==> src/sv/mbs_pkg.sv <==
// shared types, constants and elaboration-time table builders for the
// multiband to srgb pixel unit; no dependencies
package mbs_pkg;

  localparam int SAMPLE_BITS_DEF    = 16;
  localparam int LUT_INDEX_BITS_DEF = 12;

  localparam int NUM_BANDS  = 6;
  localparam int NUM_CH     = 3;
  localparam int COEF_BITS  = 19;
  // column sums of |coef| stay below 2^18, so a channel sum grows by 18 bits
  localparam int SUM_GROWTH = 18;
  localparam int GAIN_BITS  = 16;
  localparam int MODE_BITS  = 2;
  localparam int MASK_BITS  = NUM_BANDS;
  localparam int BYTE_BITS  = 8;
  localparam int DATA_BITS  = 32;
  localparam int PADDR_BITS = 3;

  localparam int MAC_STAGES   = 6;
  localparam int SRCH_STEPS   = 8;
  localparam int LANE_STAGES  = MAC_STAGES + SRCH_STEPS;
  localparam int PIPE_STAGES  = LANE_STAGES + 1;
  localparam int THR_BITS     = 15;
  localparam int THR_DEPTH    = 256;
  localparam int LIN_TAB_BITS = 6;
  localparam int LIN_DEPTH    = 64;

  localparam logic [MODE_BITS-1:0] MODE_KEEP   = 2'd0;
  localparam logic [MODE_BITS-1:0] MODE_MARK   = 2'd1;
  localparam logic [MODE_BITS-1:0] MODE_FILL   = 2'd2;
  localparam logic [MODE_BITS-1:0] MODE_SPARE  = 2'd3;
  localparam logic [GAIN_BITS-1:0] GAIN_RESET  = 16'd624;
  localparam logic [BYTE_BITS-1:0] BYTE_FULL   = 8'hFF;

  typedef enum logic {
    REG_MODE = 1'b0,
    REG_GAIN = 1'b1
  } reg_sel_t;

  typedef struct packed {
    logic [BYTE_BITS-1:0] red;
    logic [BYTE_BITS-1:0] green;
    logic [BYTE_BITS-1:0] blue;
    logic                 bad;
  } pix_rgb_t;

  typedef logic [THR_DEPTH-1:0][THR_BITS-1:0]  srgb_thr_t;
  typedef logic [LIN_DEPTH-1:0][BYTE_BITS-1:0] srgb_lin_t;

  // Q1.18 mixing matrix, rows are bands, columns are r, g, b
  localparam logic signed [COEF_BITS-1:0] COEF [NUM_BANDS][NUM_CH] = '{
    '{ 19'sd127,    -19'sd109,   19'sd770   },
    '{ -19'sd20313, 19'sd28495,  19'sd154826 },
    '{ 19'sd4541,   19'sd161151, 19'sd37969 },
    '{ 19'sd149274, 19'sd12001,  -19'sd4489 },
    '{ 19'sd75597,  -19'sd5605,  -19'sd831  },
    '{ 19'sd8438,   -19'sd874,   -19'sd62   }
  };

  // smallest index reaching byte b on the power segment of the curve:
  // idx^5 * 269025^12 >= (1000b + 14025)^12 * 2^(5L), exact in 320 bits
  function automatic srgb_thr_t srgb_thr_table(input int lut_bits);
    srgb_thr_t    tab;
    logic [319:0] k12;
    logic [319:0] rhs;
    logic [319:0] lhs;
    logic [319:0] base;
    logic [319:0] ix;
    int           lo;
    int           hi;
    int           mid;
    tab = '0;
    k12 = 320'd1;
    for (int i = 0; i < 12; i++) k12 = k12 * 320'd269025;
    for (int b = 1; b < THR_DEPTH; b++) begin
      base = 320'(1000 * b + 14025);
      rhs  = 320'd1;
      for (int i = 0; i < 12; i++) rhs = rhs * base;
      rhs = rhs << (5 * lut_bits);
      lo  = 0;
      hi  = 1 << lut_bits;
      while (lo < hi) begin
        mid = (lo + hi) >> 1;
        ix  = 320'(mid);
        lhs = k12;
        for (int i = 0; i < 5; i++) lhs = lhs * ix;
        if (lhs >= rhs) hi = mid;
        else lo = mid + 1;
      end
      tab[b] = THR_BITS'(lo);
    end
    return tab;
  endfunction

  // linear segment of the curve: floor(3294.6 * idx / 2^L)
  function automatic srgb_lin_t srgb_lin_table(input int lut_bits);
    srgb_lin_t tab;
    tab = '0;
    for (int i = 0; i < LIN_DEPTH; i++) begin
      tab[i] = BYTE_BITS'(((32946 * i) >> lut_bits) / 10);
    end
    return tab;
  endfunction

endpackage

==> src/sv/mbs_check.sv <==
// pixel validity checks: bad bands, spread, edge slope and inner extrema,
// with the verdict delayed to line up with the color lanes; uses mbs_pkg
module mbs_check import mbs_pkg::*; #(
  parameter int SAMPLE_BITS = SAMPLE_BITS_DEF
) (
  input  logic                          clk,
  input  logic [LANE_STAGES-1:0]        en,
  input  logic signed [SAMPLE_BITS-1:0] band [NUM_BANDS],
  input  logic [MASK_BITS-1:0]          mask,
  output logic [NUM_BANDS-1:0]          keep,
  output logic                          bad
);

  localparam int W5 = SAMPLE_BITS + 3;

  logic [NUM_BANDS-1:0]          bad_band;
  logic                          edge_bad;
  logic                          ext_bad;
  logic signed [SAMPLE_BITS-1:0] lo_pair [3];
  logic signed [SAMPLE_BITS-1:0] hi_pair [3];
  logic signed [SAMPLE_BITS-1:0] lo_q [3];
  logic signed [SAMPLE_BITS-1:0] hi_q [3];
  logic signed [SAMPLE_BITS-1:0] mn_q;
  logic signed [SAMPLE_BITS-1:0] mx_q;
  logic signed [SAMPLE_BITS-1:0] mn_next;
  logic signed [SAMPLE_BITS-1:0] mx_next;
  logic signed [W5-1:0]          mn5;
  logic [LANE_STAGES-1:0]        flag_q;

  always_comb begin
    for (int k = 0; k < NUM_BANDS; k++) begin
      bad_band[k] = band[k][SAMPLE_BITS-1] || (band[k] == '0) || mask[k];
    end
    // bands after the first bad one do not enter the sums
    keep[0] = !bad_band[0];
    for (int k = 1; k < NUM_BANDS; k++) keep[k] = keep[k-1] && !bad_band[k];
    edge_bad = (band[0] > band[1]) || (band[NUM_BANDS-2] > band[NUM_BANDS-1]);
    ext_bad  = 1'b0;
    for (int k = 1; k < NUM_BANDS - 1; k++) begin
      if ((band[k-1] > band[k]) && (band[k] < band[k+1])) ext_bad = 1'b1;
      if ((band[k-1] < band[k]) && (band[k] > band[k+1])) ext_bad = 1'b1;
    end
    for (int p = 0; p < 3; p++) begin
      lo_pair[p] = (band[2*p] < band[2*p+1]) ? band[2*p] : band[2*p+1];
      hi_pair[p] = (band[2*p] > band[2*p+1]) ? band[2*p] : band[2*p+1];
    end
  end

  always_comb begin
    mn_next = (lo_q[0] < lo_q[1]) ? lo_q[0] : lo_q[1];
    if (lo_q[2] < mn_next) mn_next = lo_q[2];
    mx_next = (hi_q[0] > hi_q[1]) ? hi_q[0] : hi_q[1];
    if (hi_q[2] > mx_next) mx_next = hi_q[2];
    mn5 = W5'(mn_q) + (W5'(mn_q) <<< 2);
  end

  // once a band is bad the pixel is bad, so the other verdicts simply or in
  always_ff @(posedge clk) begin
    if (en[0]) begin
      flag_q[0] <= (|bad_band) || edge_bad || ext_bad;
      lo_q      <= lo_pair;
      hi_q      <= hi_pair;
    end
    if (en[1]) begin
      flag_q[1] <= flag_q[0];
      mn_q      <= mn_next;
      mx_q      <= mx_next;
    end
    if (en[2]) begin
      flag_q[2] <= flag_q[1] || (W5'(mx_q) > mn5);
    end
    for (int i = 3; i < LANE_STAGES; i++) begin
      if (en[i]) flag_q[i] <= flag_q[i-1];
    end
  end

  assign bad = flag_q[LANE_STAGES-1];

endmodule

==> config.mk <==
export PLATFORM = sky130hd
export DESIGN_NAME = mbs_check
export DESIGN_NICKNAME = d
export VERILOG_FILES = /design/src/sv/mbs_pkg.sv /design/src/sv/mbs_check.sv
export SDC_FILE = /design/constraint.sdc
export NUM_CORES = 1
export LEC_CHECK = 0
export BUFFER_PORTS_ARGS = -buffer_cell sky130_fd_sc_hd__buf_2
export CORE_MARGIN = 2
export CORE_UTILIZATION = 56
export DETAILED_ROUTE_END_ITERATION = 10
export PLACE_DENSITY = 0.77
export SLEW_MARGIN = 30
export SYNTH_ARGS = -nofsm -noshare
export SYNTH_HDL_FRONTEND = slang
export SYNTH_SLANG_ARGS = --single-unit
==> constraint.sdc <==
create_clock -name clk -period 5.3 [get_ports clk]
set_clock_uncertainty 0.05 [all_clocks]
set_input_delay 1.06 -clock clk [delete_from_list [all_inputs] [get_ports clk]]
set_output_delay 1.06 -clock clk [all_outputs]
set_load 0.01 [all_outputs]
==> flow_summary.json <==
{
  "min-delay-path-class": "reg2reg",
  "ys_seq_area_share_pct": 37.9,
  "power.leakage_nw": 5.97,
  "synthTopCellsByArea": "edfxtp_1 38%, ha_1 20%, mux2i_1 7.4%",
  "grt_pass1_wl_um": 46100,
  "cts_buffers": 17,
  "synth_top_area_cell": "edfxtp_1",
  "p_per_area_nw_per_um2": 391,
  "antennaDiodeCount": 0,
  "dp_hpwl_um": 24300,
  "rows": 51,
  "vias": 8968,
  "cp-start-kind": "flip-flop",
  "relSlewSlack_pct": 38.5,
  "fillers": 1571,
  "coreArea_um2": 19600,
  "worstPathRequired_ns": 5.41,
  "grt_max_degree": 59,
  "root_buffer": "clkbuf_16",
  "ys_ff_latch": 142,
  "cp-end-kind": "flip-flop",
  "drt_iter0_drc": 811,
  "synth_top_area_share_pct": 37.9,
  "syn_nets": 1392,
  "drc": 0,
  "worstMarginPinSlew_ns": 0.923,
  "fmax_mhz": 200,
  "place.gp.congestion": 1.00,
  "grt_pass1_vias": 8607,
  "htree_levels": 4,
  "cts.sinks": 142,
  "slew_violations": 0,
  "syn_area_per_cell_um2": 10.2,
  "drtPass1Iterations": 5,
  "ys_warn_count": 0,
  "ys.flop_type": "edfxtp_1",
  "path_clk_slew_ns": 0.06,
  "cap_violations": 0,
  "io_buffer_count": 123,
  "critical_path_class": "reg2reg",
  "hold_slack_ns": 0.371,
  "finalInstanceArea_um2": 12800,
  "synth-edff-count": 142,
  "setup_viol": 0,
  "nNetsFinal": 1528,
  "cp_max_fo": 16,
  "drive_above_1_share_pct": 16.2,
  "synth_area_um2": 11200,
  "antenna_found_initial": 1,
  "tritoncts": "yes",
  "ir_drop_mv": 0.264,
  "insertion_delay_ns": 0.42,
  "ios": 124,
  "syn_inst": 1098,
  "layout_commonest_cell": "ha_1",
  "yosysUniqueCellTypes": 66,
  "dpl_cell_area_um2": 12200,
  "vias_per_cell": 5.93,
  "ant_nets": 0,
  "avgRoutedWirePerCell_um": 19.8,
  "fin_crit_ns": 5.00,
  "cts_buffer_depth": 2,
  "final_cell_mix": "176 x ha_1, 162 x inv_1, 142 x edfxtp_1, 122 x buf_2, 84 x o21ai_0",
  "period_share_pct": 94.4,
  "status": "finished, final reports clean",
  "initial_utilization_pct": 57.4,
  "holdBufCountCts": 0,
  "fp.dieW_um": 146,
  "async_flop_share_pct": 0,
  "dieArea_um2": 21200,
  "grtUsageTotal_pct": 28.3,
  "gr-total-overflow": 0,
  "worstPathArrival_ns": 5.12,
  "die_y_um": 146,
  "routed_wl_um": 29900,
  "hold_viol": 0,
  "syn_to_final_growth_pct": 13.5
}
[state kept, by name (all words and copies together) (netlist names)]
| signal | count |
|---|---|
| flag_q | 14 |
| hi_q | 48 |
| lo_q | 48 |
| mn_q | 16 |
| mx_q | 16 |
[kinds of logic after synthesis]
group	count (synthesis)	synth area share, %
compound gates	231	13.0
simple gates	244	11.3
fa+ha+maj	177	19.8
xor+xnor	12	0.935
flops	142	37.9
mux	114	10.9
buf+inv	178	6.23
[worst max-delay path, cell delays in order (launching register included)]
cell,delay [ns]
edfxtp_1,0.39
ha_1,0.41
nand4_1,0.17
nor3_2,0.21
or4b_4,0.51
nand3_2,0.12
mux2i_4,0.40
buf_4,0.30
mux2i_2,0.30
ha_1,0.20
a21oi_1,0.06
o221ai_1,0.17
a21oi_1,0.09
o221ai_1,0.26
nor3b_2,0.11
a21oi_4,0.58
mux2_1,0.39
[layer usage]
| metal | GRT usage [%] | vias to the layer above | wire, um |
|---|---|---|---|
| met4 | 10.8 | 0 | 919 |
| li1 | - | 4361 | - |
| met3 | 4.70 | 49 | 2090 |
| met2 | 45.8 | 351 | 14000 |
| met5 | 0 | - | 0 |
| met1 | 38.1 | 4207 | 12900 |
[power by group]
| part | switching, W | internal [W] |
|---|---|---|
| Sequential | 0.000136 | 0.00151 |
| Clock | 0.000440 | 0.000731 |
| Combinational | 0.00122 | 0.000954 |
| Total | 0.00179 | 0.00319 |
[path summary, 6_finish.rpt]
| check | startpoint | to | slack [ns] | cells past startpoint |
|---|---|---|---|---|
| max | lo_q[47] | mn_q[0] | 0.30 | 16 |
| min | flag_q[5] | flag_q[6] | 0.37 | 0 |
| max reg2reg | lo_q[47] | mn_q[0] | 0.30 | 16 |
| min reg2reg | flag_q[5] | flag_q[6] | 0.37 | 0 |
[metrics by stage]
| stage | worst slack [ns] | instances | total power, W | util, % | setup TNS [ns] |
|---|---|---|---|---|---|
| 2_1_floorplan | 0.814 | 1098 | 0.00319 | - | 0 |
| 3_3_place_gp | 0.419 | 1480 | 0.00372 | 62.2 | 0 |
| 3_5_place_dp | 0.325 | 1480 | 0.00380 | 62.2 | 0 |
| 4_1_cts | 0.248 | 1512 | 0.00498 | 65.1 | 0 |
| 5_1_grt | -0.0105 | 1512 | 0.00533 | 65.2 | -0.0105 |
| 6_report | 0.295 | 1512 | 0.00499 | 65.2 | 0 |
[what timing repair did]
item / CTS / global route
setup endpoints to repair: 0 / 1
resized for setup: 0 / 1
buffers inserted: 0 / 0
[area by class of cell]
type                    count  area, um2  share of cell area (%)
clock buffers              19        433                    3.39
well taps                 265        332                    2.60
repair buffers            133        693                    5.43
clock inverters            13        148                    1.16
inverters                 162        608                    4.76
flip-flops and latches    142       4260                    33.4
multi-input cells         778       6290                    49.3
[synth_stat cells (18+ instances only)]
library cell  instances
o21ai_0              84
a21o_1               26
ha_1                176
mux2_2               19
mux2i_1              83
nand2_1              67
inv_1               162
nand4_1              30
nor4_1               25
a21oi_1              44
nor2_1               35
o21a_1               18
edfxtp_1            142
Note: power is estimated with default switching activity, not from simulation.
