**src/sv/mbs_pkg.sv**
```systemverilog
// shared types, constants and elaboration-time table builders for the
// multiband to srgb pixel unit; no dependencies
package mbs_pkg;

  localparam int SAMPLE_BITS_DEF    = 16;
  localparam int LUT_INDEX_BITS_DEF = 12;

  localparam int NUM_BANDS  = 6;
  localparam int NUM_CH     = 3;
  localparam int COEF_BITS  = 19;
  // column sums of |coef| stay below 2^18, so a channel sum grows by 18 bits
  localparam int SUM_GROWTH = 18;
  localparam int GAIN_BITS  = 16;
  localparam int MODE_BITS  = 2;
  localparam int MASK_BITS  = NUM_BANDS;
  localparam int BYTE_BITS  = 8;
  localparam int DATA_BITS  = 32;
  localparam int PADDR_BITS = 3;

  localparam int MAC_STAGES   = 6;
  localparam int SRCH_STEPS   = 8;
  localparam int LANE_STAGES  = MAC_STAGES + SRCH_STEPS;
  localparam int PIPE_STAGES  = LANE_STAGES + 1;
  localparam int THR_BITS     = 15;
  localparam int THR_DEPTH    = 256;
  localparam int LIN_TAB_BITS = 6;
  localparam int LIN_DEPTH    = 64;

  localparam logic [MODE_BITS-1:0] MODE_KEEP   = 2'd0;
  localparam logic [MODE_BITS-1:0] MODE_MARK   = 2'd1;
  localparam logic [MODE_BITS-1:0] MODE_FILL   = 2'd2;
  localparam logic [MODE_BITS-1:0] MODE_SPARE  = 2'd3;
  localparam logic [GAIN_BITS-1:0] GAIN_RESET  = 16'd624;
  localparam logic [BYTE_BITS-1:0] BYTE_FULL   = 8'hFF;

  typedef enum logic {
    REG_MODE = 1'b0,
    REG_GAIN = 1'b1
  } reg_sel_t;

  typedef struct packed {
    logic [BYTE_BITS-1:0] red;
    logic [BYTE_BITS-1:0] green;
    logic [BYTE_BITS-1:0] blue;
    logic                 bad;
  } pix_rgb_t;

  typedef logic [THR_DEPTH-1:0][THR_BITS-1:0]  srgb_thr_t;
  typedef logic [LIN_DEPTH-1:0][BYTE_BITS-1:0] srgb_lin_t;

  // Q1.18 mixing matrix, rows are bands, columns are r, g, b
  localparam logic signed [COEF_BITS-1:0] COEF [NUM_BANDS][NUM_CH] = '{
    '{ 19'sd127,    -19'sd109,   19'sd770   },
    '{ -19'sd20313, 19'sd28495,  19'sd154826 },
    '{ 19'sd4541,   19'sd161151, 19'sd37969 },
    '{ 19'sd149274, 19'sd12001,  -19'sd4489 },
    '{ 19'sd75597,  -19'sd5605,  -19'sd831  },
    '{ 19'sd8438,   -19'sd874,   -19'sd62   }
  };

  // smallest index reaching byte b on the power segment of the curve:
  // idx^5 * 269025^12 >= (1000b + 14025)^12 * 2^(5L), exact in 320 bits
  function automatic srgb_thr_t srgb_thr_table(input int lut_bits);
    srgb_thr_t    tab;
    logic [319:0] k12;
    logic [319:0] rhs;
    logic [319:0] lhs;
    logic [319:0] base;
    logic [319:0] ix;
    int           lo;
    int           hi;
    int           mid;
    tab = '0;
    k12 = 320'd1;
    for (int i = 0; i < 12; i++) k12 = k12 * 320'd269025;
    for (int b = 1; b < THR_DEPTH; b++) begin
      base = 320'(1000 * b + 14025);
      rhs  = 320'd1;
      for (int i = 0; i < 12; i++) rhs = rhs * base;
      rhs = rhs << (5 * lut_bits);
      lo  = 0;
      hi  = 1 << lut_bits;
      while (lo < hi) begin
        mid = (lo + hi) >> 1;
        ix  = 320'(mid);
        lhs = k12;
        for (int i = 0; i < 5; i++) lhs = lhs * ix;
        if (lhs >= rhs) hi = mid;
        else lo = mid + 1;
      end
      tab[b] = THR_BITS'(lo);
    end
    return tab;
  endfunction

  // linear segment of the curve: floor(3294.6 * idx / 2^L)
  function automatic srgb_lin_t srgb_lin_table(input int lut_bits);
    srgb_lin_t tab;
    tab = '0;
    for (int i = 0; i < LIN_DEPTH; i++) begin
      tab[i] = BYTE_BITS'(((32946 * i) >> lut_bits) / 10);
    end
    return tab;
  endfunction

endpackage

```
**src/sv/mbs_lane.sv**
```systemverilog
// one color channel: band mix, magnitude, gain, index and a pipelined
// threshold search for the srgb byte; uses mbs_pkg tables and coefficients
module mbs_lane import mbs_pkg::*; #(
  parameter int SAMPLE_BITS    = SAMPLE_BITS_DEF,
  parameter int LUT_INDEX_BITS = LUT_INDEX_BITS_DEF,
  parameter int CH             = 0
) (
  input  logic                          clk,
  input  logic [LANE_STAGES-1:0]        en,
  input  logic signed [SAMPLE_BITS-1:0] band [NUM_BANDS],
  input  logic [NUM_BANDS-1:0]          keep,
  input  logic [GAIN_BITS-1:0]          gain,
  output logic [BYTE_BITS-1:0]          code
);

  localparam int SumW     = SAMPLE_BITS + SUM_GROWTH;
  localparam int MagW     = SumW - 1;
  localparam int ScW      = MagW + GAIN_BITS;
  localparam int Shift    = SAMPLE_BITS + 25 - LUT_INDEX_BITS;
  localparam int RawW     = ScW - Shift;
  localparam int IdxW     = LUT_INDEX_BITS + 1;
  localparam int LinLimit = (31308 * (1 << LUT_INDEX_BITS) + 9999999) / 10000000;
  localparam logic [IdxW-1:0] IdxOne = IdxW'(1 << LUT_INDEX_BITS);
  localparam srgb_thr_t Thr = srgb_thr_table(LUT_INDEX_BITS);
  localparam srgb_lin_t Lin = srgb_lin_table(LUT_INDEX_BITS);

  logic signed [SumW-1:0]  prod [NUM_BANDS];
  logic signed [SumW-1:0]  psum [3];
  logic signed [SumW-1:0]  sum;
  logic [MagW-1:0]         mag;
  logic [ScW-1:0]          scaled;
  logic [RawW-1:0]         raw;
  logic [IdxW-1:0]         idx;
  logic [BYTE_BITS-1:0]    acc_q  [SRCH_STEPS];
  logic [IdxW-1:0]         sidx_q [SRCH_STEPS];
  logic                    lin_q  [SRCH_STEPS];
  logic [BYTE_BITS-1:0]    linb_q [SRCH_STEPS];

  assign raw = scaled[ScW-1:Shift];

  always_ff @(posedge clk) begin
    if (en[0]) begin
      for (int k = 0; k < NUM_BANDS; k++) begin
        prod[k] <= keep[k] ? SumW'(band[k]) * SumW'(COEF[k][CH]) : '0;
      end
    end
    if (en[1]) begin
      for (int p = 0; p < 3; p++) psum[p] <= prod[2*p] + prod[2*p+1];
    end
    if (en[2]) sum <= psum[0] + psum[1] + psum[2];
    if (en[3]) mag <= MagW'(sum[SumW-1] ? -sum : sum);
    if (en[4]) scaled <= ScW'(mag) * ScW'(gain);
    // saturate at 1.0
    if (en[5]) idx <= (raw > RawW'(IdxOne)) ? IdxOne : IdxW'(raw);
  end

  // low indices take the linear segment, looked up directly
  always_ff @(posedge clk) begin
    if (en[MAC_STAGES]) begin
      lin_q[0]  <= idx < IdxW'(LinLimit);
      linb_q[0] <= Lin[idx[LIN_TAB_BITS-1:0]];
    end
    for (int j = 1; j < SRCH_STEPS; j++) begin
      if (en[MAC_STAGES+j]) begin
        lin_q[j]  <= lin_q[j-1];
        linb_q[j] <= linb_q[j-1];
      end
    end
  end

  // one result bit per stage, msb first: largest byte whose threshold <= idx
  for (genvar j = 0; j < SRCH_STEPS; j++) begin : g_srch
    logic [BYTE_BITS-1:0] acc_in;
    logic [BYTE_BITS-1:0] cand;
    logic [IdxW-1:0]      idx_in;
    logic                 take;

    if (j == 0) begin : g_first
      assign acc_in = '0;
      assign idx_in = idx;
    end else begin : g_rest
      assign acc_in = acc_q[j-1];
      assign idx_in = sidx_q[j-1];
    end

    assign cand = acc_in | (BYTE_BITS'(1) << (SRCH_STEPS - 1 - j));
    assign take = Thr[cand][LUT_INDEX_BITS:0] <= idx_in;

    always_ff @(posedge clk) begin
      if (en[MAC_STAGES+j]) begin
        acc_q[j]  <= take ? cand : acc_in;
        sidx_q[j] <= idx_in;
      end
    end
  end

  assign code = lin_q[SRCH_STEPS-1] ? linb_q[SRCH_STEPS-1] : acc_q[SRCH_STEPS-1];

endmodule

```
**config.mk**
```make
export PLATFORM = sky130hd
export DESIGN_NAME = mbs_lane
export DESIGN_NICKNAME = d
export VERILOG_FILES = /design/src/sv/mbs_pkg.sv /design/src/sv/mbs_lane.sv
export SDC_FILE = /design/constraint.sdc
export NUM_CORES = 2
export LEC_CHECK = 0
export BUFFER_PORTS_ARGS = -buffer_cell sky130_fd_sc_hd__buf_2
export CORE_ASPECT_RATIO = 1.75
export CORE_UTILIZATION = 48
export DETAILED_ROUTE_END_ITERATION = 8
export PLACE_DENSITY = 0.74
export SETUP_SLACK_MARGIN = 0.05
export SYNTH_ARGS = -nofsm -noshare
export SYNTH_HDL_FRONTEND = slang
export SYNTH_SLANG_ARGS = --single-unit
```
**constraint.sdc**
```tcl
create_clock -name clk -period 9 [get_ports clk]
set_input_delay 0.9 -clock clk [delete_from_list [all_inputs] [get_ports clk]]
set_output_delay 0.9 -clock clk [all_outputs]
set_load 0.01 [all_outputs]
```
==> flow_metrics.env <==
export IMPL_drive_gt1_frac=0.04275
export IMPL_slew_viol_final=0
export IMPL_grt_setup_unrepaired="no"
export IMPL_final_cell_count_no_fill=9794
export IMPL_grt_start_max_net_pins=74
export IMPL_dp_cells=9686
export IMPL_cap_violations=0
export IMPL_async_flop_share=0
export IMPL_reg2reg_depth=21
export IMPL_finalHoldViolations=0
export IMPL_grt_total_usage=0.2375
export IMPL_dp_final_hpwl_mm=152.3
export IMPL_synthAdderAreaFrac=0.4185
export IMPL_worst_setup_path_start_kind="register"
export IMPL_max_slew_margin_rel=0.2702
export IMPL_synth_simple_area_share=0.1138
export IMPL_setup_violations_final=0
export IMPL_cp_slowest_stage_delay_ns=0.78
export IMPL_nets=9815
export IMPL_synth_compound_area_share=0.1092
export IMPL_worstPathCellList="and2_1 > fa_1 > inv_1 > fa_1 > fa_1 > inv_1 > fa_1 > fa_1 > inv_1 > fa_1 > inv_1 > ha_1 > a21oi_1 > o221ai_1 > a221oi_1 > nand3_1 > nor2_1 > o21ai_1 > a221oi_1 > o21ai_0 > xnor2_1"
export IMPL_drc=0
export IMPL_cts_sinks=577
export IMPL_cp_common_cell="fa_1"
export IMPL_status="completed"
export IMPL_critical_path_required_ns=9.39
export IMPL_clockRootBuffer="clkbuf_16"
export IMPL_cts_path_max_buffers=3
export IMPL_synth_mux_area_frac=0.008992
export IMPL_antenna_found_initial=15
export IMPL_tightest_slew_ns=1.095
export IMPL_wire_per_inst_um=18.98
export IMPL_synth_seq_area_share=0.2268
export IMPL_post_cts_setup_buffers=0
export IMPL_drtIter0Drc=2899
export IMPL_die_w_um=303.0
export IMPL_yosysWarnings=0
export IMPL_hold_depth=0
export IMPL_synth_top_cell_by_area="fa_1"
export IMPL_area_delta_synth_final_pct=5.975
export IMPL_dr_pass1_iters=6
export IMPL_gr_total_overflow=0
export IMPL_synthCells=7698
export IMPL_portBuffers=140
export IMPL_synth_edf_count=571
export IMPL_postCtsResizedCells=0
export IMPL_crit_type="reg2reg"
export IMPL_worst_hold_path_type="reg2reg"
export IMPL_core_area_mm2=0.1577
export IMPL_ant_nets=0
export IMPL_rows=193
export IMPL_synth_top_family_by_area="adder cells"
export IMPL_clk_latency_ns=0.65
export IMPL_ys_types=79
export IMPL_finalWirelength_mm=185.9
export IMPL_clk_pin_slew_ns=0.07
export IMPL_min_period_ns=7.630
export IMPL_cts_hold_buf=0
export IMPL_fin_skew_ns=0.02725
export IMPL_fin_crit_sh=0.8478
export IMPL_end_kind="register"
export IMPL_synthesis_area_mm2=0.07612
export IMPL_avgSynthCellArea_um2=9.888
export IMPL_yosysMostFrequentCell="inv_1"
export IMPL_synthTopCellsByArea="fa_1 (25%), edfxtp_1 (23%), ha_1 (17%), inv_1 (7.1%), nand2_1 (3.0%)"
export IMPL_critPathArrivalTime_ns=8.02
export IMPL_grt_pass1_vias=59000
export IMPL_cts_tree="yes"
export IMPL_yosys_area_top_type_share=0.2451
export IMPL_htreeDepth=2
export IMPL_synth_top_cells_by_count="inv_1 (1436), ha_1 (1053), fa_1 (932), nand2_1 (604), edfxtp_1 (571)"
export IMPL_die_h_um=528.8
export IMPL_syn_nets=9816
export IMPL_ios=141
export IMPL_grt_pass1_wl_mm=300.0
export IMPL_start_util=0.4827
export IMPL_worst_path_max_delay_cell="edfxtp_1"
export IMPL_via_count=54520
export IMPL_setup_tns_ns=0
export IMPL_cts_buffers=56
export IMPL_design_die_area_mm2=0.1602
export IMPL_gp_congestion=0.9750
export IMPL_via_per_inst=5.567
export IMPL_synth_xor_area_share=0.04073
export IMPL_ys_dominant_reg_cell="edfxtp_1"
export IMPL_ys_ff_latch=577
export IMPL_cp_max_fo=16
export IMPL_clock_fmax_mhz=131.1
-- layout make-up --
type                    instances  area [um^2]
clock buffers                  64         1453
repair buffers                164        889.6
multi-input cells            5459        52610
clock inverters                39        470.5
flip-flops and latches        577        17270
diodes                          5        12.51
inverters                    1439         5401
fillers                     14020        77020
well taps                    2047         2561
-- layout by cell type (no fill, tap or decap), types with 12 or more instances in the layout --
cell       synthesis  routed
o41ai_1           16      16
xnor2_1          238     238
a31oi_1           62      62
nor3_1            66      66
nor4_1            17      17
a211o_1           13      13
a21boi_0          18      18
a221oi_1          15      15
o31ai_1           34      34
a21oi_1          373     373
edfxtp_1         571     571
a211oi_1          56      56
nor2b_1           71      71
or2_2             20      20
and3_1            33      33
a21o_1           162     162
mux2_2            13      13
clkbuf_16          0      57
nand2b_1          60      60
o21a_1            62      62
mux2i_1           38      38
ha_1            1053    1053
o22ai_1           16      16
fa_1             932     932
or3_1             30      30
o211ai_1          35      35
inv_1           1436    1436
buf_4              0      25
nor2_1           312     312
nand4_1           42      42
xor2_1           116     116
o21bai_1          39      39
o21ai_0          284     284
o221ai_1          13      13
nor3b_1           12      12
buf_2              1     138
nand3_1           87      87
a31o_2            16      16
and2_1           329     329
nand2_1          604     604
-- metal layers --
metal / part of all wire / GRT usage / vias to the layer above
met2: 0.56 / 0.4669 / 1392
met5: 0.00042 / 0 / -
met3: 0.040 / 0.02677 / 629
met1: 0.33 / 0.2294 / 26950
met4: 0.070 / 0.1471 / 12
li1: - / - / 25540
-- kinds of logic (layout without fill, tap and decap cells) --
kind of cell | after synthesis | after routing
AO/OA/AOI/OAI | 1309 | 1309
XOR/XNOR | 354 | 354
adder cells (fa/ha/maj) | 1987 | 1987
buffers and inverters | 1662 | 1706
flip-flops | 577 | 577
multiplexers | 58 | 58
other | 0 | 5
AND/OR/NAND/NOR | 1751 | 1751
-- worst paths after layout --
path / to / slack [ns] / from
worst max-delay path: scaled[40] / 1.37 / mag[19]
worst min-delay path: linb_q[0][3] / 0.40 / register
worst max register to register: scaled[40] / 1.37 / mag[19]
worst min register to register: linb_q[0][3] / 0.40 / register
-- metrics by stage --
step           cell area [um^2]    util  setup slack (ns)  hold WS [ns]
2_1_floorplan             76120       -             2.021        0.3855
3_3_place_gp              78730  0.4993             1.081        0.3930
3_5_place_dp              78730  0.4993            0.9238        0.3990
4_1_cts                   80650  0.5115             1.508        0.3969
5_1_grt                   80650  0.5115             1.013        0.3982
6_report                  80660  0.5115             1.370        0.3999
-- critical path, delay by kind of cell, from the launching register on --
family                   cells  cell delay (ns)
buffers and inverters        4             0.20
flip-flops                   1             0.78
AO/OA/AOI/OAI                6             1.94
adder cells (fa/ha/maj)      7             3.35
XOR/XNOR                     1             0.16
AND/OR/NAND/NOR              3             0.91
-- sequential cells by signal, summed over array words and instances, names as in the netlist, named ones only --
name	cells
prod	186
psum	102
scaled	20
mag	33
g_srch.idx_in	13
acc_q	36
linb_q	48
sidx_q	91
sum	34
lin_q	8
Power is not shown: default switching activity piles up to over one toggle a cycle in this logic, so the estimate is an artifact.
