===== src/sv/mbs_pkg.sv =====
// shared types, constants and elaboration-time table builders for the
// multiband to srgb pixel unit; no dependencies
package mbs_pkg;

  localparam int SAMPLE_BITS_DEF    = 16;
  localparam int LUT_INDEX_BITS_DEF = 12;

  localparam int NUM_BANDS  = 6;
  localparam int NUM_CH     = 3;
  localparam int COEF_BITS  = 19;
  // column sums of |coef| stay below 2^18, so a channel sum grows by 18 bits
  localparam int SUM_GROWTH = 18;
  localparam int GAIN_BITS  = 16;
  localparam int MODE_BITS  = 2;
  localparam int MASK_BITS  = NUM_BANDS;
  localparam int BYTE_BITS  = 8;
  localparam int DATA_BITS  = 32;
  localparam int PADDR_BITS = 3;

  localparam int MAC_STAGES   = 6;
  localparam int SRCH_STEPS   = 8;
  localparam int LANE_STAGES  = MAC_STAGES + SRCH_STEPS;
  localparam int PIPE_STAGES  = LANE_STAGES + 1;
  localparam int THR_BITS     = 15;
  localparam int THR_DEPTH    = 256;
  localparam int LIN_TAB_BITS = 6;
  localparam int LIN_DEPTH    = 64;

  localparam logic [MODE_BITS-1:0] MODE_KEEP   = 2'd0;
  localparam logic [MODE_BITS-1:0] MODE_MARK   = 2'd1;
  localparam logic [MODE_BITS-1:0] MODE_FILL   = 2'd2;
  localparam logic [MODE_BITS-1:0] MODE_SPARE  = 2'd3;
  localparam logic [GAIN_BITS-1:0] GAIN_RESET  = 16'd624;
  localparam logic [BYTE_BITS-1:0] BYTE_FULL   = 8'hFF;

  typedef enum logic {
    REG_MODE = 1'b0,
    REG_GAIN = 1'b1
  } reg_sel_t;

  typedef struct packed {
    logic [BYTE_BITS-1:0] red;
    logic [BYTE_BITS-1:0] green;
    logic [BYTE_BITS-1:0] blue;
    logic                 bad;
  } pix_rgb_t;

  typedef logic [THR_DEPTH-1:0][THR_BITS-1:0]  srgb_thr_t;
  typedef logic [LIN_DEPTH-1:0][BYTE_BITS-1:0] srgb_lin_t;

  // Q1.18 mixing matrix, rows are bands, columns are r, g, b
  localparam logic signed [COEF_BITS-1:0] COEF [NUM_BANDS][NUM_CH] = '{
    '{ 19'sd127,    -19'sd109,   19'sd770   },
    '{ -19'sd20313, 19'sd28495,  19'sd154826 },
    '{ 19'sd4541,   19'sd161151, 19'sd37969 },
    '{ 19'sd149274, 19'sd12001,  -19'sd4489 },
    '{ 19'sd75597,  -19'sd5605,  -19'sd831  },
    '{ 19'sd8438,   -19'sd874,   -19'sd62   }
  };

  // smallest index reaching byte b on the power segment of the curve:
  // idx^5 * 269025^12 >= (1000b + 14025)^12 * 2^(5L), exact in 320 bits
  function automatic srgb_thr_t srgb_thr_table(input int lut_bits);
    srgb_thr_t    tab;
    logic [319:0] k12;
    logic [319:0] rhs;
    logic [319:0] lhs;
    logic [319:0] base;
    logic [319:0] ix;
    int           lo;
    int           hi;
    int           mid;
    tab = '0;
    k12 = 320'd1;
    for (int i = 0; i < 12; i++) k12 = k12 * 320'd269025;
    for (int b = 1; b < THR_DEPTH; b++) begin
      base = 320'(1000 * b + 14025);
      rhs  = 320'd1;
      for (int i = 0; i < 12; i++) rhs = rhs * base;
      rhs = rhs << (5 * lut_bits);
      lo  = 0;
      hi  = 1 << lut_bits;
      while (lo < hi) begin
        mid = (lo + hi) >> 1;
        ix  = 320'(mid);
        lhs = k12;
        for (int i = 0; i < 5; i++) lhs = lhs * ix;
        if (lhs >= rhs) hi = mid;
        else lo = mid + 1;
      end
      tab[b] = THR_BITS'(lo);
    end
    return tab;
  endfunction

  // linear segment of the curve: floor(3294.6 * idx / 2^L)
  function automatic srgb_lin_t srgb_lin_table(input int lut_bits);
    srgb_lin_t tab;
    tab = '0;
    for (int i = 0; i < LIN_DEPTH; i++) begin
      tab[i] = BYTE_BITS'(((32946 * i) >> lut_bits) / 10);
    end
    return tab;
  endfunction

endpackage


===== src/sv/mbs_merge.sv =====
// output stage: joins the three channel bytes with the validity verdict and
// substitutes magenta for bad pixels in every mode but keep; uses mbs_pkg
module mbs_merge import mbs_pkg::*; (
  input  logic                 clk,
  input  logic                 en,
  input  logic [MODE_BITS-1:0] mode,
  input  pix_rgb_t             raw,
  output pix_rgb_t             pix
);

  always_ff @(posedge clk) begin
    if (en) begin
      if (raw.bad && (mode != MODE_KEEP)) begin
        pix.red   <= BYTE_FULL;
        pix.green <= '0;
        pix.blue  <= BYTE_FULL;
        pix.bad   <= 1'b1;
      end else begin
        pix <= raw;
      end
    end
  end

endmodule


===== config.mk =====
export PLATFORM = sky130hd
export DESIGN_NAME = mbs_merge
export DESIGN_NICKNAME = d
export VERILOG_FILES = /design/src/sv/mbs_pkg.sv /design/src/sv/mbs_merge.sv
export SDC_FILE = /design/constraint.sdc
export NUM_CORES = 1
export LEC_CHECK = 0
export ABC_AREA = 1
export BUFFER_PORTS_ARGS = -buffer_cell sky130_fd_sc_hd__buf_2
export CORE_ASPECT_RATIO = 1.4
export CORE_MARGIN = 2
export CORE_UTILIZATION = 46
export CTS_CLUSTER_SIZE = 8
export DETAILED_ROUTE_END_ITERATION = 6
export PLACE_DENSITY = 0.9
export SYNTH_ARGS = -nofsm -noshare
export SYNTH_HDL_FRONTEND = slang
export SYNTH_SLANG_ARGS = --single-unit

===== constraint.sdc =====
create_clock -name clk -period 2.1 [get_ports clk]
set_input_delay 0.42 -clock clk [delete_from_list [all_inputs] [get_ports clk]]
set_output_delay 0.42 -clock clk [all_outputs]
set_load 0.05 [all_outputs]

==> results of run 1 <==
## per-layer routing
metal,vias up,GRT usage [%]
met3,4,2.147
met5,-,0
met1,289,17.86
li1,347,-
met4,0,11.69
met2,43,24.89
## cells in the mapped netlist
master,instances,share of area [%]
nor2_1,9,3.4
buf_6,1,1.1
nand2_1,16,6.1
inv_1,25,9.6
nor2_4,1,1.1
o21ai_4,1,1.7
edfxtp_1,25,77
clkbuf_1,1,0.38
## layout by cell type (no fill, tap or decap)
master       n
o21ai_4      1
nor2_1       9
clkbuf_4     3
edfxtp_1    25
nor2_4       1
inv_1       25
buf_2       53
nand2_1     16
clkinvlp_4   1
## worst paths after layout
path	startpoint	to	slack, ns	depth (start not counted)
max	pix[0]	pix[0]	0.71	1
min	raw[0]	pix[0]	0.34	1
## power by group through the flow
stage | Combinational (W) | Clock, W | Sequential, W
after floorplan | 0.0000319 | 0 | 0.000770
after global placement | 0.000254 | 0 | 0.000616
after detailed placement | 0.000261 | 0 | 0.000619
after CTS | 0.000261 | 0.000217 | 0.000608
after global routing | 0.000273 | 0.000238 | 0.000610
final | 0.000258 | 0.000213 | 0.000607
## final cells by class
class / instances / area [µm²] / share of cell area (%)
flip-flops and latches: 25 / 750.7 / 58.31
repair buffers: 53 / 265.3 / 20.60
multi-input cells: 27 / 121.4 / 9.427
inverters: 25 / 93.84 / 7.289
well taps: 21 / 26.28 / 2.041
clock buffers: 3 / 22.52 / 1.749
clock inverters: 1 / 7.507 / 0.5831
## kinds of logic (layout without fill, tap and decap cells)
family / count (synthesis) / count (layout) / synth area share [%]
buf+inv: 27 / 82 / 11.10
simple gates: 26 / 26 / 10.71
flops: 25 / 25 / 76.53
compound gates: 1 / 1 / 1.659
## stage by stage
step	std cells	cell area, µm²	setup WS, ns	util [%]
after floorplan	79	980.9	1.050	-
after global placement	151	1257	0.8606	62.97
after detailed placement	151	1257	0.7955	62.97
after CTS	155	1287	0.7005	64.47
after global routing	155	1287	0.6765	64.47
final	155	1287	0.7102	64.47
==> reports/summary.txt, run 1 <==
First-pass GRT wire length: 2670 µm
Final HPWL DP: 1428 µm
WL final: 1828 µm
Critical Path AT: 0.97 ns
Highest clock rate: 719.5 MHz
Max FFs per register: 25
Fillers: 173
RSZ-0062 raised after global routing: false
I/O Pins: 54
Drt wl/cell: 11.79 µm
Core Footprint: 1997 µm²
Kind of critical path: reg2out
Die area: 2523 µm²
Max IR drop VDD: 0.5967 mV
Switch Pwr: 0.0003513 W
Initial Utilization: 49.12%
Switching Fraction: 32.59%
Unique masters post-synth: 8
Crit-path cells: buf_2
Initial DRT Pass Iterations: 4
CTS Root Cell: clkbuf_4
Min-delay worst type: in2reg
Die Wd: 43.03 µm
Post_cts resized: 0
Vias in the first global route: 611
Largest regs: pix: 25 flops
Pins Over Slew Limit: 0
Static leakage: 0.6661 nW
Status: finished clean
Vias/cell: 4.406
Met2 WL: 875 µm
Synth Instances: 79
Pwr dens: 837.4 nW/µm²
Post-synthesis cell area: 980.9 µm²
Largest net degree at the start of global routing: 26
Crit. End Element: output pin
Worst-path fanout max: 1
Nets: 164
M1 wire length: 741 µm
Total Power: 0.001078 W
Rows: 19
Iter 0 DRT Violations: 12
Max-cap violations: 0
CTS buffer count: 3
Post-synthesis sequential area ratio: 76.53%
Period minus WS final: 1.390 ns
Final GP Congestion: 0.6439
Logic pwr share: 24.0%
# diodes: 0
Setup_tns: 0 ns
Biggest register: pix
TritonCTS clock tree: yes
Clock sinks: 25
Hold_buf cts: 0
Ys Warns: 0
Pint: 0.0007268 W
Sequential share of power: 56.3%
Crit-path leading delay family: flip-flops
WP data required: 1.68 ns
Die Span Y: 58.64 µm
CP max stage delay: 0.38 ns
Mean post-synth cell area: 12.42 µm²
Endpoints failing hold: 0
Port Buffers: 53
Post-CTS setup repair buffer count: 0
Remaining antenna violation count: 0
Clk pwr share: 19.7%
Via count: 683
Met3 Wirelength: 160 µm
H-tree levels: 1
Slew @ Worst Pin: 0.5362 ns
Max clock buf depth: 2
Share of the clock period used by the worst path: 66.18%
Synthesized net count: 108
Slew HR: 64.26%
Total gr overflow: 0
WP buf/inv: 1
Share of cells above drive strength 1: 44.03%
FF+latch count, synth: 25
Setup crit start kind: register
Initial antenna violation count: 0
Total track usage: 15.19%
DR DRC count: 0
Reg clk slew, reported paths: 0.14 ns
Max layer used: met4
Area grow syn2layout: 31.25%
Final hold slack: 0.3414 ns
Setup violators final: 0
Slowest cell on the critical path: edfxtp_1
No activity file was read; power rests on OpenSTA's default activity.
==> run 2: changes to the inputs <==
--- a/config.mk
+++ b/config.mk
@@ -5,14 +5,14 @@
 export SDC_FILE = /design/constraint.sdc
 export NUM_CORES = 1
 export LEC_CHECK = 0
-export ABC_AREA = 1
+export ABC_AREA = 0
 export BUFFER_PORTS_ARGS = -buffer_cell sky130_fd_sc_hd__buf_2
 export CORE_ASPECT_RATIO = 1.4
 export CORE_MARGIN = 2
-export CORE_UTILIZATION = 46
+export CORE_UTILIZATION = 42
 export CTS_CLUSTER_SIZE = 8
 export DETAILED_ROUTE_END_ITERATION = 6
-export PLACE_DENSITY = 0.9
+export PLACE_DENSITY = 0.85
 export SYNTH_ARGS = -nofsm -noshare
 export SYNTH_HDL_FRONTEND = slang
 export SYNTH_SLANG_ARGS = --single-unit
==> constraint.sdc (replaced) <==
create_clock -name clk -period 1.45 [get_ports clk]
set_input_delay 0.29 -clock clk [delete_from_list [all_inputs] [get_ports clk]]
set_output_delay 0.29 -clock clk [all_outputs]
set_load 0.05 [all_outputs]
==> reports/summary.txt, run 2 <==
Post-synthesis sequential area ratio: 79.89% (+3.4 points)
WP buf/inv: 1 (unchanged)
Fillers: 185 (+6.9%)
Crit-path cells: buf_2
Port Buffers: 53 (unchanged)
Largest regs: pix: 25 flops
Kind of critical path: reg2out
Max FFs per register: 25 (unchanged)
Setup violators final: 0 (unchanged)
Synth Flop Type: edfxtp_1
Hold_buf cts: 0 (unchanged)
Crit-path leading delay family: flip-flops
Post-synth top area cell: edfxtp_1
Final Cell Area: 1251 µm² (-2.8%)
Remaining antenna violation count: 0 (unchanged)
Setup crit start kind: register
First-pass GRT wire length: 2270 µm (-15%)
FF+latch count, synth: 25 (unchanged)
Vias in the first global route: 537 (-12%)
Largest net degree at the start of global routing: 26 (unchanged)
Hold path endpoint: pix[0]
Setup_tns: 0 ns (unchanged)
Reg clk slew, reported paths: 0.12 ns (-0.02 ns)
Nets: 139 (-15%)
Most frequent cell after synthesis: edfxtp_1
H-tree levels: 1 (unchanged)
CTS Root Cell: clkbuf_4
DR DRC count: 0 (unchanged)
Share of the clock period used by the worst path: 84.00%
WL final: 1614 µm (-12%)
Iter 0 DRT Violations: 22 (+10)
Synthesized net count: 82 (-24%)
Final GP Congestion: 0.6421 (-0.28%)
DP Area: 1225 µm² (-2.6%)
Die area: 2637 µm² (+4.5%)
Via count: 605 (-11%)
Die Wd: 43.98 µm (+2.2%)
Synth Instances: 53 (-33%)
Core Footprint: 2152 µm² (+7.8%)
Period minus WS final: 1.218 ns
Slowest cell on the critical path: edfxtp_1
CTS buffer count: 3 (unchanged)
Share of cells above drive strength 1: 54.13% (+10 points)
Synth top area share: 79.89% (+3.4 points)
WP data required: 1.16 ns (-0.52 ns)
Endpoints failing hold: 0 (unchanged)
Post-CTS setup repair buffer count: 0 (unchanged)
Ranking of synthesized cells by area: edfxtp_1 (80%), nand2b_1 (11%), and2_1 (5.3%)
Initial DRT Pass Iterations: 4 (unchanged)
Worst-path fanout max: 1 (unchanged)
CP max stage delay: 0.40 ns (+0.02 ns)
Number of synthesized flops with an enable pin: 25 (unchanged)
Max IR drop VDD: 0.6623 mV (+11%)
Pins Over Slew Limit: 0 (unchanged)
I/O Pins: 54 (unchanged)
Hold path depth: 1 (unchanged)
Static leakage: 0.5441 nW (-18%)
Total track usage: 12.56% (-2.6 points)
Post_cts resized: 0 (unchanged)
Most frequent cells in the layout: buf_2 (53), edfxtp_1 (25), nand2b_1 (16), and2_1 (8), clkbuf_4 (3)
# diodes: 0 (unchanged)
Initial Utilization: 43.66% (-5.5 points)
TritonCTS clock tree: yes
Post-synthesis cell area: 939.7 µm² (-4.2%)
Min-delay worst type: in2reg
Max-cap violations: 0 (unchanged)
Layout Cells excl Fill: 131 (-15%)
Slew @ Worst Pin: 0.5406 ns (+0.004414 ns)
Ys Warns: 0 (unchanged)
Slew HR: 63.96% (-0.29 points)
Biggest register: pix
Critical Path AT: 0.93 ns (-0.04 ns)
Mean post-synth cell area: 17.73 µm² (+43%)
Die Span Y: 59.97 µm (+2.3%)
Final HPWL DP: 1257 µm (-12%)
Hold_sp: raw[0]
Initial antenna violation count: 0 (unchanged)
Seq. cell area: 750.7 µm² (unchanged)
Pwr dens: 1230 nW/µm² (+47%)
Footprint of the multi-input gates: 166.4 µm² (+37%)
Status: finished clean
Vias/cell: 4.618 (+4.8%)
Area grow syn2layout: 33.16%
Drt wl/cell: 12.32 µm (+4.5%)
Commonest non-fill, non-tap cell in the layout: buf_2
Rows: 20 (+1)
Total gr overflow: 0 (unchanged)
Clock sinks: 25 (unchanged)
Placed cell count: 127 (-16%)
Post-synth ARST share: 0% (unchanged)
Highest clock rate: 821.1 MHz
Unique masters post-synth: 7 (-1)
Max clock buf depth: 2 (unchanged)
RSZ-0062 raised after global routing: false
Crit. End Element: output pin
Commonest cells post-synth: edfxtp_1 (25), nand2b_1 (16), and2_1 (8)
## run 2: changes by cell type after synthesis, sizes merged
| cell | change |
|---|---|
| and2 | +8 |
| buf | +1 |
| inv | -25 |
| nand2 | -16 |
| nand2b | +16 |
| nor2 | -10 |
## run 2: cells by family after synthesis
family	Yosys count	synth area share, %
flip-flops	25	79.89
AND/OR/NAND/NOR	24	15.98
buffers and inverters	3	2.397
AO/OA/AOI/OAI	1	1.731
## run 2: layout make-up
type	count	area share [%]
flip-flops and latches	25	60.00
clock buffers	4	2.100
multi-input cells	25	13.30
repair buffers	55	22.40
well taps	22	2.200
## run 2: worst max-delay path by stage
stage                        from      end  slack (ns)  cells past startpoint
after floorplan           mode[1]  pix[17]        0.49                      3
after global placement         en   pix[0]        0.39                      1
after detailed placement       en   pix[0]        0.34                      1
after CTS                 pix[13]  pix[13]        0.21                      1
after global routing      pix[13]  pix[13]        0.17                      1
final                     pix[13]  pix[13]        0.23                      1
## run 2: layer usage
| layer | vias up | wire length (µm) | global-route usage [%] | part of all wire (%) |
|---|---|---|---|---|
| li1 | 294 | - | - | - |
| met1 | 266 | 592 | 13.15 | 37 |
| met2 | 41 | 779 | 20.59 | 48 |
| met3 | 4 | 206 | 4.230 | 13 |
| met4 | 0 | 36 | 9.091 | 2.2 |
| met5 | - | 0 | 0 | 0 |
## run 2: power breakdown
part	switching [W]	leakage (nW)	total, W	internal, W
Sequential	0.0000133	0.246	0.000878	0.000864
Combinational	0.000276	0.284	0.000367	0.0000905
Clock	0.000188	0.0150	0.000295	0.000107
Total	0.000477	0.544	0.00154	0.00106
## run 2: metrics by stage
stage	hold WS, ns	setup WS (ns)	power [W]	utilization (%)
after global placement	0.5196	0.3894	0.001257	56.92
final	0.2024	0.2321	0.001540	58.14
after floorplan	0.4025	0.4938	0.001157	-
after global routing	0.1798	0.1653	0.001606	58.14
after CTS	0.1900	0.2070	0.001554	58.14
after detailed placement	0.5217	0.3403	0.001266	56.92
